===== config.mk =====
export PLATFORM = sky130hd
export DESIGN_NAME = deque_with_search_flat
export DESIGN_NICKNAME = d
export VERILOG_FILES = /design/src/hw/rtl/dqs_pkg.sv /design/src/hw/rtl/dqs_if.sv /design/src/hw/rtl/dqs_ram.sv /design/src/hw/rtl/dqs_ctrl.sv /design/src/hw/rtl/dqs_dp.sv /design/src/hw/rtl/deque_with_search.sv /design/src/flat_wrapper.sv
export SDC_FILE = /design/constraint.sdc
export NUM_CORES = 1
export LEC_CHECK = 0
export BUFFER_PORTS_ARGS = -buffer_cell sky130_fd_sc_hd__clkbuf_2
export CAP_MARGIN = 20
export CORE_MARGIN = 8
export CORE_UTILIZATION = 60
export CTS_BUF_LIST = sky130_fd_sc_hd__clkbuf_2 sky130_fd_sc_hd__clkbuf_4 sky130_fd_sc_hd__clkbuf_8
export CTS_CLUSTER_DIAMETER = 200
export CTS_CLUSTER_SIZE = 20
export DETAILED_ROUTE_END_ITERATION = 12
export PLACE_DENSITY = 0.77
export SYNTH_ARGS = -nofsm -noshare
export SYNTH_HDL_FRONTEND = slang
export SYNTH_SLANG_ARGS = --single-unit

===== constraint.sdc =====
create_clock -name clk -period 7.9 [get_ports clk]
set_input_delay 0.79 -clock clk [delete_from_list [all_inputs] [get_ports clk]]
set_output_delay 0.79 -clock clk [all_outputs]
set_load 0.02 [all_outputs]

===== src/hw/rtl/dqs_pkg.sv =====
package dqs_pkg;

  localparam int CMD_W  = 3;
  localparam int VAL_W  = 32;
  localparam int KIND_W = 3;

  typedef enum logic [CMD_W-1:0] {
    CMD_INS_HEAD = 3'd0,
    CMD_INS_TAIL = 3'd1,
    CMD_REM_HEAD = 3'd2,
    CMD_REM_TAIL = 3'd3,
    CMD_SEARCH   = 3'd4,
    CMD_DUMP     = 3'd5
  } cmd_t;

  typedef enum logic [KIND_W-1:0] {
    KIND_DONE      = 3'd0,
    KIND_FOUND     = 3'd1,
    KIND_NOT_FOUND = 3'd2,
    KIND_EMPTY     = 3'd3,
    KIND_ELEMENT   = 3'd4,
    KIND_FULL      = 3'd5
  } kind_t;

  // controller -> datapath
  typedef struct packed {
    logic  latch;
    logic  wr_head;
    logic  wr_tail;
    logic  pop_head;
    logic  pop_tail;
    logic  rd_start;
    logic  rd_next;
    logic  set_kind;
    kind_t kind;
    logic  load_status;
    logic  load_elem;
  } dp_cmd_t;

  // datapath -> controller
  typedef struct packed {
    logic [CMD_W-1:0] cmd;
    logic             empty;
    logic             full;
    logic             match;
    logic             at_last;
    logic             out_free;
  } dp_stat_t;

endpackage


===== src/hw/rtl/dqs_if.sv =====
interface dqs_in_if;
  logic                             valid;
  logic                             ready;
  logic [dqs_pkg::CMD_W-1:0]        cmd;
  logic signed [dqs_pkg::VAL_W-1:0] value;

  modport source (output valid, output cmd, output value, input ready);
  modport sink   (input valid, input cmd, input value, output ready);
endinterface

interface dqs_out_if;
  logic                             valid;
  logic                             ready;
  logic [dqs_pkg::KIND_W-1:0]       kind;
  logic signed [dqs_pkg::VAL_W-1:0] element;
  logic                             last;

  modport source (output valid, output kind, output element, output last, input ready);
  modport sink   (input valid, input kind, input element, input last, output ready);
endinterface


===== src/hw/rtl/dqs_ram.sv =====
module dqs_ram #(
  parameter int W = 32,
  parameter int D = 32,
  localparam int AW = (D > 1) ? $clog2(D) : 1
) (
  input  logic          clk,
  input  logic          we,
  input  logic [AW-1:0] waddr,
  input  logic [W-1:0]  wdata,
  input  logic          re,
  input  logic [AW-1:0] raddr,
  output logic [W-1:0]  rdata
);

  logic [W-1:0] mem [D];
  logic [W-1:0] rdata_r;

  always_ff @(posedge clk) begin
    if (we) begin
      mem[waddr] <= wdata;
    end
    if (re) begin
      rdata_r <= mem[raddr];
    end
  end

  assign rdata = rdata_r;

endmodule


===== src/hw/rtl/dqs_ctrl.sv =====
module dqs_ctrl (
  input  logic               clk,
  input  logic               rst_n,
  input  logic               in_valid,
  output logic               in_ready,
  input  dqs_pkg::dp_stat_t  stat,
  output dqs_pkg::dp_cmd_t   cmd
);

  typedef enum logic [4:0] {
    ST_IDLE   = 5'b00001,
    ST_DECODE = 5'b00010,
    ST_REPLY  = 5'b00100,
    ST_SCAN   = 5'b01000,
    ST_DUMP   = 5'b10000
  } state_t;

  state_t state_r, state_nxt;

  always_ff @(posedge clk) begin
    if (!rst_n) begin
      state_r <= ST_IDLE;
    end else begin
      state_r <= state_nxt;
    end
  end

  always_comb begin
    state_nxt = state_r;
    cmd       = '0;
    cmd.kind  = dqs_pkg::KIND_DONE;
    in_ready  = 1'b0;
    case (state_r)
      ST_IDLE: begin
        in_ready = 1'b1;
        if (in_valid) begin
          cmd.latch = 1'b1;
          state_nxt = ST_DECODE;
        end
      end
      ST_DECODE: begin
        case (dqs_pkg::cmd_t'(stat.cmd))
          dqs_pkg::CMD_INS_HEAD, dqs_pkg::CMD_INS_TAIL: begin
            cmd.set_kind = 1'b1;
            if (stat.full) begin
              cmd.kind = dqs_pkg::KIND_FULL;
            end else begin
              cmd.kind    = dqs_pkg::KIND_DONE;
              cmd.wr_head = (stat.cmd == dqs_pkg::CMD_INS_HEAD);
              cmd.wr_tail = (stat.cmd == dqs_pkg::CMD_INS_TAIL);
            end
            state_nxt = ST_REPLY;
          end
          dqs_pkg::CMD_REM_HEAD, dqs_pkg::CMD_REM_TAIL: begin
            cmd.set_kind = 1'b1;
            if (stat.empty) begin
              cmd.kind = dqs_pkg::KIND_EMPTY;
            end else begin
              cmd.kind     = dqs_pkg::KIND_DONE;
              cmd.pop_head = (stat.cmd == dqs_pkg::CMD_REM_HEAD);
              cmd.pop_tail = (stat.cmd == dqs_pkg::CMD_REM_TAIL);
            end
            state_nxt = ST_REPLY;
          end
          dqs_pkg::CMD_SEARCH, dqs_pkg::CMD_DUMP: begin
            if (stat.empty) begin
              cmd.set_kind = 1'b1;
              cmd.kind     = dqs_pkg::KIND_EMPTY;
              state_nxt    = ST_REPLY;
            end else begin
              cmd.rd_start = 1'b1;
              state_nxt    = (stat.cmd == dqs_pkg::CMD_SEARCH) ? ST_SCAN : ST_DUMP;
            end
          end
          default: state_nxt = ST_IDLE;
        endcase
      end
      ST_SCAN: begin
        if (stat.match) begin
          cmd.set_kind = 1'b1;
          cmd.kind     = dqs_pkg::KIND_FOUND;
          state_nxt    = ST_REPLY;
        end else if (stat.at_last) begin
          cmd.set_kind = 1'b1;
          cmd.kind     = dqs_pkg::KIND_NOT_FOUND;
          state_nxt    = ST_REPLY;
        end else begin
          cmd.rd_next = 1'b1;
        end
      end
      ST_DUMP: begin
        if (stat.out_free) begin
          cmd.load_elem = 1'b1;
          if (stat.at_last) begin
            state_nxt = ST_IDLE;
          end else begin
            cmd.rd_next = 1'b1;
          end
        end
      end
      ST_REPLY: begin
        if (stat.out_free) begin
          cmd.load_status = 1'b1;
          state_nxt       = ST_IDLE;
        end
      end
      default: state_nxt = ST_IDLE;
    endcase
  end

endmodule


===== src/hw/rtl/dqs_dp.sv =====
module dqs_dp #(
  parameter int DEPTH = 32
) (
  input  logic                             clk,
  input  logic                             rst_n,
  input  logic [dqs_pkg::CMD_W-1:0]        in_cmd,
  input  logic signed [dqs_pkg::VAL_W-1:0] in_value,
  output logic                             out_valid,
  input  logic                             out_ready,
  output logic [dqs_pkg::KIND_W-1:0]       out_kind,
  output logic signed [dqs_pkg::VAL_W-1:0] out_element,
  output logic                             out_last,
  input  dqs_pkg::dp_cmd_t                 cmd,
  output dqs_pkg::dp_stat_t                stat
);

  localparam int PW = (DEPTH > 1) ? $clog2(DEPTH) : 1;
  localparam int CW = $clog2(DEPTH + 1);
  localparam int SW = CW + 1;

  logic [dqs_pkg::CMD_W-1:0]  cmd_r;
  logic [dqs_pkg::VAL_W-1:0]  val_r;
  logic [dqs_pkg::KIND_W-1:0] kind_r;
  logic [PW-1:0]              front_r, rpos_r, idx_r;
  logic [CW-1:0]              occ_r;
  logic                       out_valid_r, out_last_r;
  logic [dqs_pkg::KIND_W-1:0] out_kind_r;
  logic [dqs_pkg::VAL_W-1:0]  out_elem_r;

  logic [PW-1:0]             front_dec, front_inc, rpos_inc, tail_pos;
  logic [SW-1:0]             tail_sum;
  logic                      ram_we, ram_re;
  logic [PW-1:0]             ram_waddr, ram_raddr;
  logic [dqs_pkg::VAL_W-1:0] ram_rdata;
  logic                      out_free, at_last;

  assign front_dec = (front_r == '0) ? PW'(DEPTH - 1) : front_r - PW'(1);
  assign front_inc = (front_r == PW'(DEPTH - 1)) ? '0 : front_r + PW'(1);
  assign rpos_inc  = (rpos_r == PW'(DEPTH - 1)) ? '0 : rpos_r + PW'(1);
  assign tail_sum  = SW'(front_r) + SW'(occ_r);
  assign tail_pos  = (tail_sum >= SW'(DEPTH)) ? PW'(tail_sum - SW'(DEPTH)) : PW'(tail_sum);

  assign ram_we    = cmd.wr_head | cmd.wr_tail;
  assign ram_waddr = cmd.wr_head ? front_dec : tail_pos;
  assign ram_re    = cmd.rd_start | cmd.rd_next;
  assign ram_raddr = cmd.rd_start ? front_r : rpos_inc;

  dqs_ram #(
    .W (dqs_pkg::VAL_W),
    .D (DEPTH)
  ) u_ram (
    .clk   (clk),
    .we    (ram_we),
    .waddr (ram_waddr),
    .wdata (val_r),
    .re    (ram_re),
    .raddr (ram_raddr),
    .rdata (ram_rdata)
  );

  assign out_free = !out_valid_r || out_ready;
  assign at_last  = (CW'(idx_r) == occ_r - CW'(1));

  assign stat.cmd      = cmd_r;
  assign stat.empty    = (occ_r == '0);
  assign stat.full     = (occ_r == CW'(DEPTH));
  assign stat.match    = (ram_rdata == val_r);
  assign stat.at_last  = at_last;
  assign stat.out_free = out_free;

  always_ff @(posedge clk) begin
    if (!rst_n) begin
      front_r     <= '0;
      occ_r       <= '0;
      out_valid_r <= 1'b0;
    end else begin
      if (cmd.wr_head) begin
        front_r <= front_dec;
      end else if (cmd.pop_head) begin
        front_r <= front_inc;
      end
      if (cmd.wr_head || cmd.wr_tail) begin
        occ_r <= occ_r + CW'(1);
      end else if (cmd.pop_head || cmd.pop_tail) begin
        occ_r <= occ_r - CW'(1);
      end
      if (cmd.load_status || cmd.load_elem) begin
        out_valid_r <= 1'b1;
      end else if (out_ready) begin
        out_valid_r <= 1'b0;
      end
    end
  end

  always_ff @(posedge clk) begin
    if (cmd.latch) begin
      cmd_r <= in_cmd;
      val_r <= in_value;
    end
    if (cmd.set_kind) begin
      kind_r <= cmd.kind;
    end
    if (cmd.rd_start) begin
      idx_r  <= '0;
      rpos_r <= front_r;
    end else if (cmd.rd_next) begin
      idx_r  <= idx_r + PW'(1);
      rpos_r <= rpos_inc;
    end
    if (cmd.load_status) begin
      out_kind_r <= kind_r;
      out_elem_r <= '0;
      out_last_r <= 1'b1;
    end else if (cmd.load_elem) begin
      out_kind_r <= dqs_pkg::KIND_ELEMENT;
      out_elem_r <= ram_rdata;
      out_last_r <= at_last;
    end
  end

  assign out_valid   = out_valid_r;
  assign out_kind    = out_kind_r;
  assign out_element = out_elem_r;
  assign out_last    = out_last_r;

endmodule


===== src/hw/rtl/deque_with_search.sv =====
// Bounded double-ended queue of signed 32-bit words in a ring of DEPTH RAM
// entries. A push or pop passes through the decode and reply states before
// its result word is loaded into the output register; a search checks one
// stored entry per cycle; a dump streams one element word per cycle while
// the output is free, paced by the RAM's single registered read port. A push
// onto a full queue is dropped and answered full; a pop, search or dump of an
// empty queue is answered empty. Commands 6 and 7 are ignored. No clearing
// pass is needed after reset. A new command is taken once the previous one
// has placed its last result word, even if that word is still waiting.
module deque_with_search #(
  parameter int DEPTH = 32
) (
  input  logic      clk,
  input  logic      rst_n,
  dqs_in_if.sink    in_ch,
  dqs_out_if.source out_ch
);

  dqs_pkg::dp_cmd_t  cmd;
  dqs_pkg::dp_stat_t stat;
  logic              in_ready;

  dqs_ctrl u_ctrl (
    .clk      (clk),
    .rst_n    (rst_n),
    .in_valid (in_ch.valid),
    .in_ready (in_ready),
    .stat     (stat),
    .cmd      (cmd)
  );

  dqs_dp #(
    .DEPTH (DEPTH)
  ) u_dp (
    .clk         (clk),
    .rst_n       (rst_n),
    .in_cmd      (in_ch.cmd),
    .in_value    (in_ch.value),
    .out_valid   (out_ch.valid),
    .out_ready   (out_ch.ready),
    .out_kind    (out_ch.kind),
    .out_element (out_ch.element),
    .out_last    (out_ch.last),
    .cmd         (cmd),
    .stat        (stat)
  );

  assign in_ch.ready = in_ready;

endmodule

===== src/flat_wrapper.sv =====
// flat-port wrapper written by rule: the top's interface ports become plain ports
module deque_with_search_flat 
#(
  parameter int DEPTH = 32
)
  (clk, rst_n, in_ch_valid, in_ch_cmd, in_ch_value, in_ch_ready, out_ch_valid, out_ch_kind, out_ch_element, out_ch_last, out_ch_ready);
  dqs_in_if in_ch_i ();
  dqs_out_if out_ch_i ();
  input  logic clk;
  input  logic rst_n;
  input wire logic [$bits(in_ch_i.valid)-1:0] in_ch_valid;
  input wire logic [$bits(in_ch_i.cmd)-1:0] in_ch_cmd;
  input wire logic [$bits(in_ch_i.value)-1:0] in_ch_value;
  output wire logic [$bits(in_ch_i.ready)-1:0] in_ch_ready;
  output wire logic [$bits(out_ch_i.valid)-1:0] out_ch_valid;
  output wire logic [$bits(out_ch_i.kind)-1:0] out_ch_kind;
  output wire logic [$bits(out_ch_i.element)-1:0] out_ch_element;
  output wire logic [$bits(out_ch_i.last)-1:0] out_ch_last;
  input wire logic [$bits(out_ch_i.ready)-1:0] out_ch_ready;
  assign in_ch_i.valid = in_ch_valid;
  assign in_ch_i.cmd = in_ch_cmd;
  assign in_ch_i.value = in_ch_value;
  assign in_ch_ready = in_ch_i.ready;
  assign out_ch_valid = out_ch_i.valid;
  assign out_ch_kind = out_ch_i.kind;
  assign out_ch_element = out_ch_i.element;
  assign out_ch_last = out_ch_i.last;
  assign out_ch_i.ready = out_ch_ready;
  deque_with_search #(.DEPTH(DEPTH)) u_core (.clk(clk), .rst_n(rst_n), .in_ch(in_ch_i), .out_ch(out_ch_i));
endmodule

==> impl_metrics.ini <==
[timing]
finalCriticalPeriod_ns = 5.06
setup-violations-final = 0
hold_violations = 0
clock.fmax_ghz = 0.198
worst_pin_slew_ns = 1.25
slew_headroom = 0.170
rsz0062_at_grt = false
drv_slew = 0
post-route-period-util = 0.640
tns_ns = 0
finalClockSkew_ns = 0.0553

[yosys]
synth_cell_types = 63
synth-compound-area-share = 0.0313
yosysTopAreaCellShare = 0.713
synth.area.top_cells = edfxtp_1 (71%), mux2i_1 (17%), dfxtp_1 (2.4%)
synth_area_um2 = 46400
synthSimpleGateAreaFrac = 0.0315
synth_warnings = 0
synth-xor-area-share = 0.00981
synth_nets = 2692
synthAdderAreaFrac = 0.00367
yosysMostFrequentCell = edfxtp_1
avgSynthCellArea_um2 = 17.6
ys_seq_area_frac = 0.737
synth_common_cells = edfxtp_1 (1102), mux2i_1 (775), o22ai_1 (128)
synth_top_family_by_area = multiplexers
synth-seq-cells = 1157
synth_edf_count = 1102
synth_cells = 2640
synth.largest_area_cell = edfxtp_1
synth_flop_cell = edfxtp_1
synthMuxAreaShare = 0.168
async_flop_share = 0

[finish]
area_growth_pct = 6.36
fin_area_um2 = 49400
postLayoutCoreUtil = 0.641
drive_gt1_frac = 0.121
multi_input_area_um2 = 11600
register_area_um2 = 34200
fillCellCount = 5269
fin_nets = 2775

[global_route]
use_met1 = 0.372
grt_use_met3 = 0.0419
grt_usage = 0.258
antenna_found_initial = 5
grt_pass1_wl_um = 163000
use_met2 = 0.404
grt_max_degree = 160
grt_pass1_vias = 24093
busiest_layer = met2
grt_overflow = 0

[cts]
cts.sinks = 1157
clkTransAtPathRegs_ns = 0.13
post_cts_buffers = 0
clockBufferDepth = 3
cts_tree = done
cts_buffers = 67
htree_num_levels = 3
hold_buffers = 0
cts_root_buf = clkbuf_8
cts_resized = 0
clkLatencyLatePin_ns = 0.72

[placed_design]
portBuffers = 76
dp_hpwl_um = 61100
place_area_um2 = 48200
gp_congestion = 0.826

[routing]
detail-route-antenna-nets = 0
drc_errors = 0
routedWlPerCell_um = 30.0
wl_um = 114000
via_count = 24779
firstDrtPassIters = 5
drt_iter0_drc = 3233
routed_via_density = 6.53

[floorplan]
core-area_um2 = 77100
die_area_um2 = 86500
ios = 77
die_h_um = 294
initial_core_util = 0.602
rows = 102
fp.dieW_um = 294

[critical_path]
crit_type = flop to flop
worstSetupStartpointType = flop
end_kind = flop
cp_data_arrival_time_ns = 5.57
cp.required_ns = 8.41
cp_max_fo = 159

[power_and_ir_drop]
ir_drop_uv = 176
leakagePower_nw = 17.6
p_per_area_nw_per_um2 = 238
power_mw = 11.7

[run]
drv_cap = 0

[status]
run_status = complete, no violations

[hold_path]
hp-class = primary input to flop
==> registers in the layout, summed over array words and instances (netlist names) <==
name                     cells
u_core.u_dp.front_r          5
u_core.u_ctrl.state_r        5
u_core.u_dp.out_valid        1
u_core.u_dp.u_ram.rdata     32
u_core.u_dp.kind_r           3
u_core.u_dp.u_ram.mem     1024
u_core.u_dp.val_r           32
u_core.u_dp.occ_r            6
u_core.u_dp.out_element     32
u_core.u_dp.out_last         1
u_core.u_dp.rpos_r           5
u_core.u_dp.idx_r            5
u_core.u_dp.cmd_r            3
u_core.u_dp.out_kind         3
==> metrics by stage <==
| stage | cells | hold WS [ns] | setup WS, ns |
|---|---|---|---|
| floorplan | 2640 | 0.448 | 3.58 |
| global placement | 3692 | 0.445 | 3.24 |
| detailed placement | 3692 | 0.450 | 2.98 |
| CTS | 3792 | 0.192 | 2.93 |
| global route | 3795 | 0.206 | 2.60 |
| finish | 3795 | 0.239 | 2.84 |
==> cells in the final DEF, fill, tap and decap left out, types with 4 or more instances in the layout <==
master and count:
xnor2_1 47, nand2_1 86, xor2_1 5, nor4_1 8, o21a_1 4, nand3_1 12
nor2_1 32, nor4_2 28, and2_1 8, edfxtp_1 1102, mux2i_1 774, buf_4 65
nor2_4 33, and3_1 6, nand4_1 12, ha_1 12, a21o_1 5, clkbuf_4 28
a21oi_1 49, nor3_1 7, clkbuf_2 76, buf_12 5, clkbuf_8 70, o22ai_1 128
inv_1 10, o21ai_0 12, a21boi_0 5, dfxtp_1 55, nand3b_1 6, nand2b_1 7
==> critical path, cell delays in order (launching register included) <==
cell,delay [ns]
dfxtp_1,0.42
inv_1,0.12
ha_1,0.23
or4b_4,0.59
o211ai_4,0.39
mux2i_4,0.34
buf_12,0.80
buf_4,0.92
mux2i_1,0.23
mux2i_1,0.20
o22ai_1,0.12
nor4_2,0.32
==> per-layer routing <==
metal / part of all wire / vias up
met5: 0.00011 / -
li1: - / 10455
met1: 0.40 / 12694
met3: 0.10 / 241
met2: 0.47 / 1387
met4: 0.032 / 2
==> final timing paths <==
check	startpoint	to	slack [ns]	depth (start not counted)
max	u_core.u_dp.occ_r[0]$_SDFFE_PN0P_	u_core.u_dp.u_ram.rdata[27]$_DFFE_PP_	2.84	11
min	in_ch_cmd[1]	u_core.u_dp.cmd_r[1]$_DFFE_PP_	0.24	1
max reg2reg	u_core.u_dp.occ_r[0]$_SDFFE_PN0P_	u_core.u_dp.u_ram.rdata[27]$_DFFE_PP_	2.84	11
min reg2reg	u_core.u_dp.out_element[17]$_SDFFE_PP0P_	u_core.u_dp.out_element[17]$_SDFFE_PP0P_	0.46	2
==> report_power, final <==
| group | leakage [nW] | internal, mW | switching [mW] |
|---|---|---|---|
| sequential | 10.4 | 7.23 | 0.277 |
| combinational | 6.55 | 0.520 | 1.01 |
| clock | 0.641 | 0.957 | 1.75 |
==> layout make-up <==
cell class | count | area share
diodes | 1 | 0.0000507
repair buffers | 148 | 0.0203
flip-flops and latches | 1157 | 0.693
multi-input cells | 1337 | 0.236
well taps | 1040 | 0.0264
inverters | 12 | 0.000912
clock inverters | 2 | 0.000279
clock buffers | 98 | 0.0238
==> logic make-up after synthesis <==
family / after synthesis
and+or+nand+nor: 265
muxes: 778
DFF: 1157
xor gates and xnor gates: 52
adders and majority gates: 13
AOI/OAI and AO/OA: 229
buffers and inverters: 146
(Power assumes the default switching activity.)
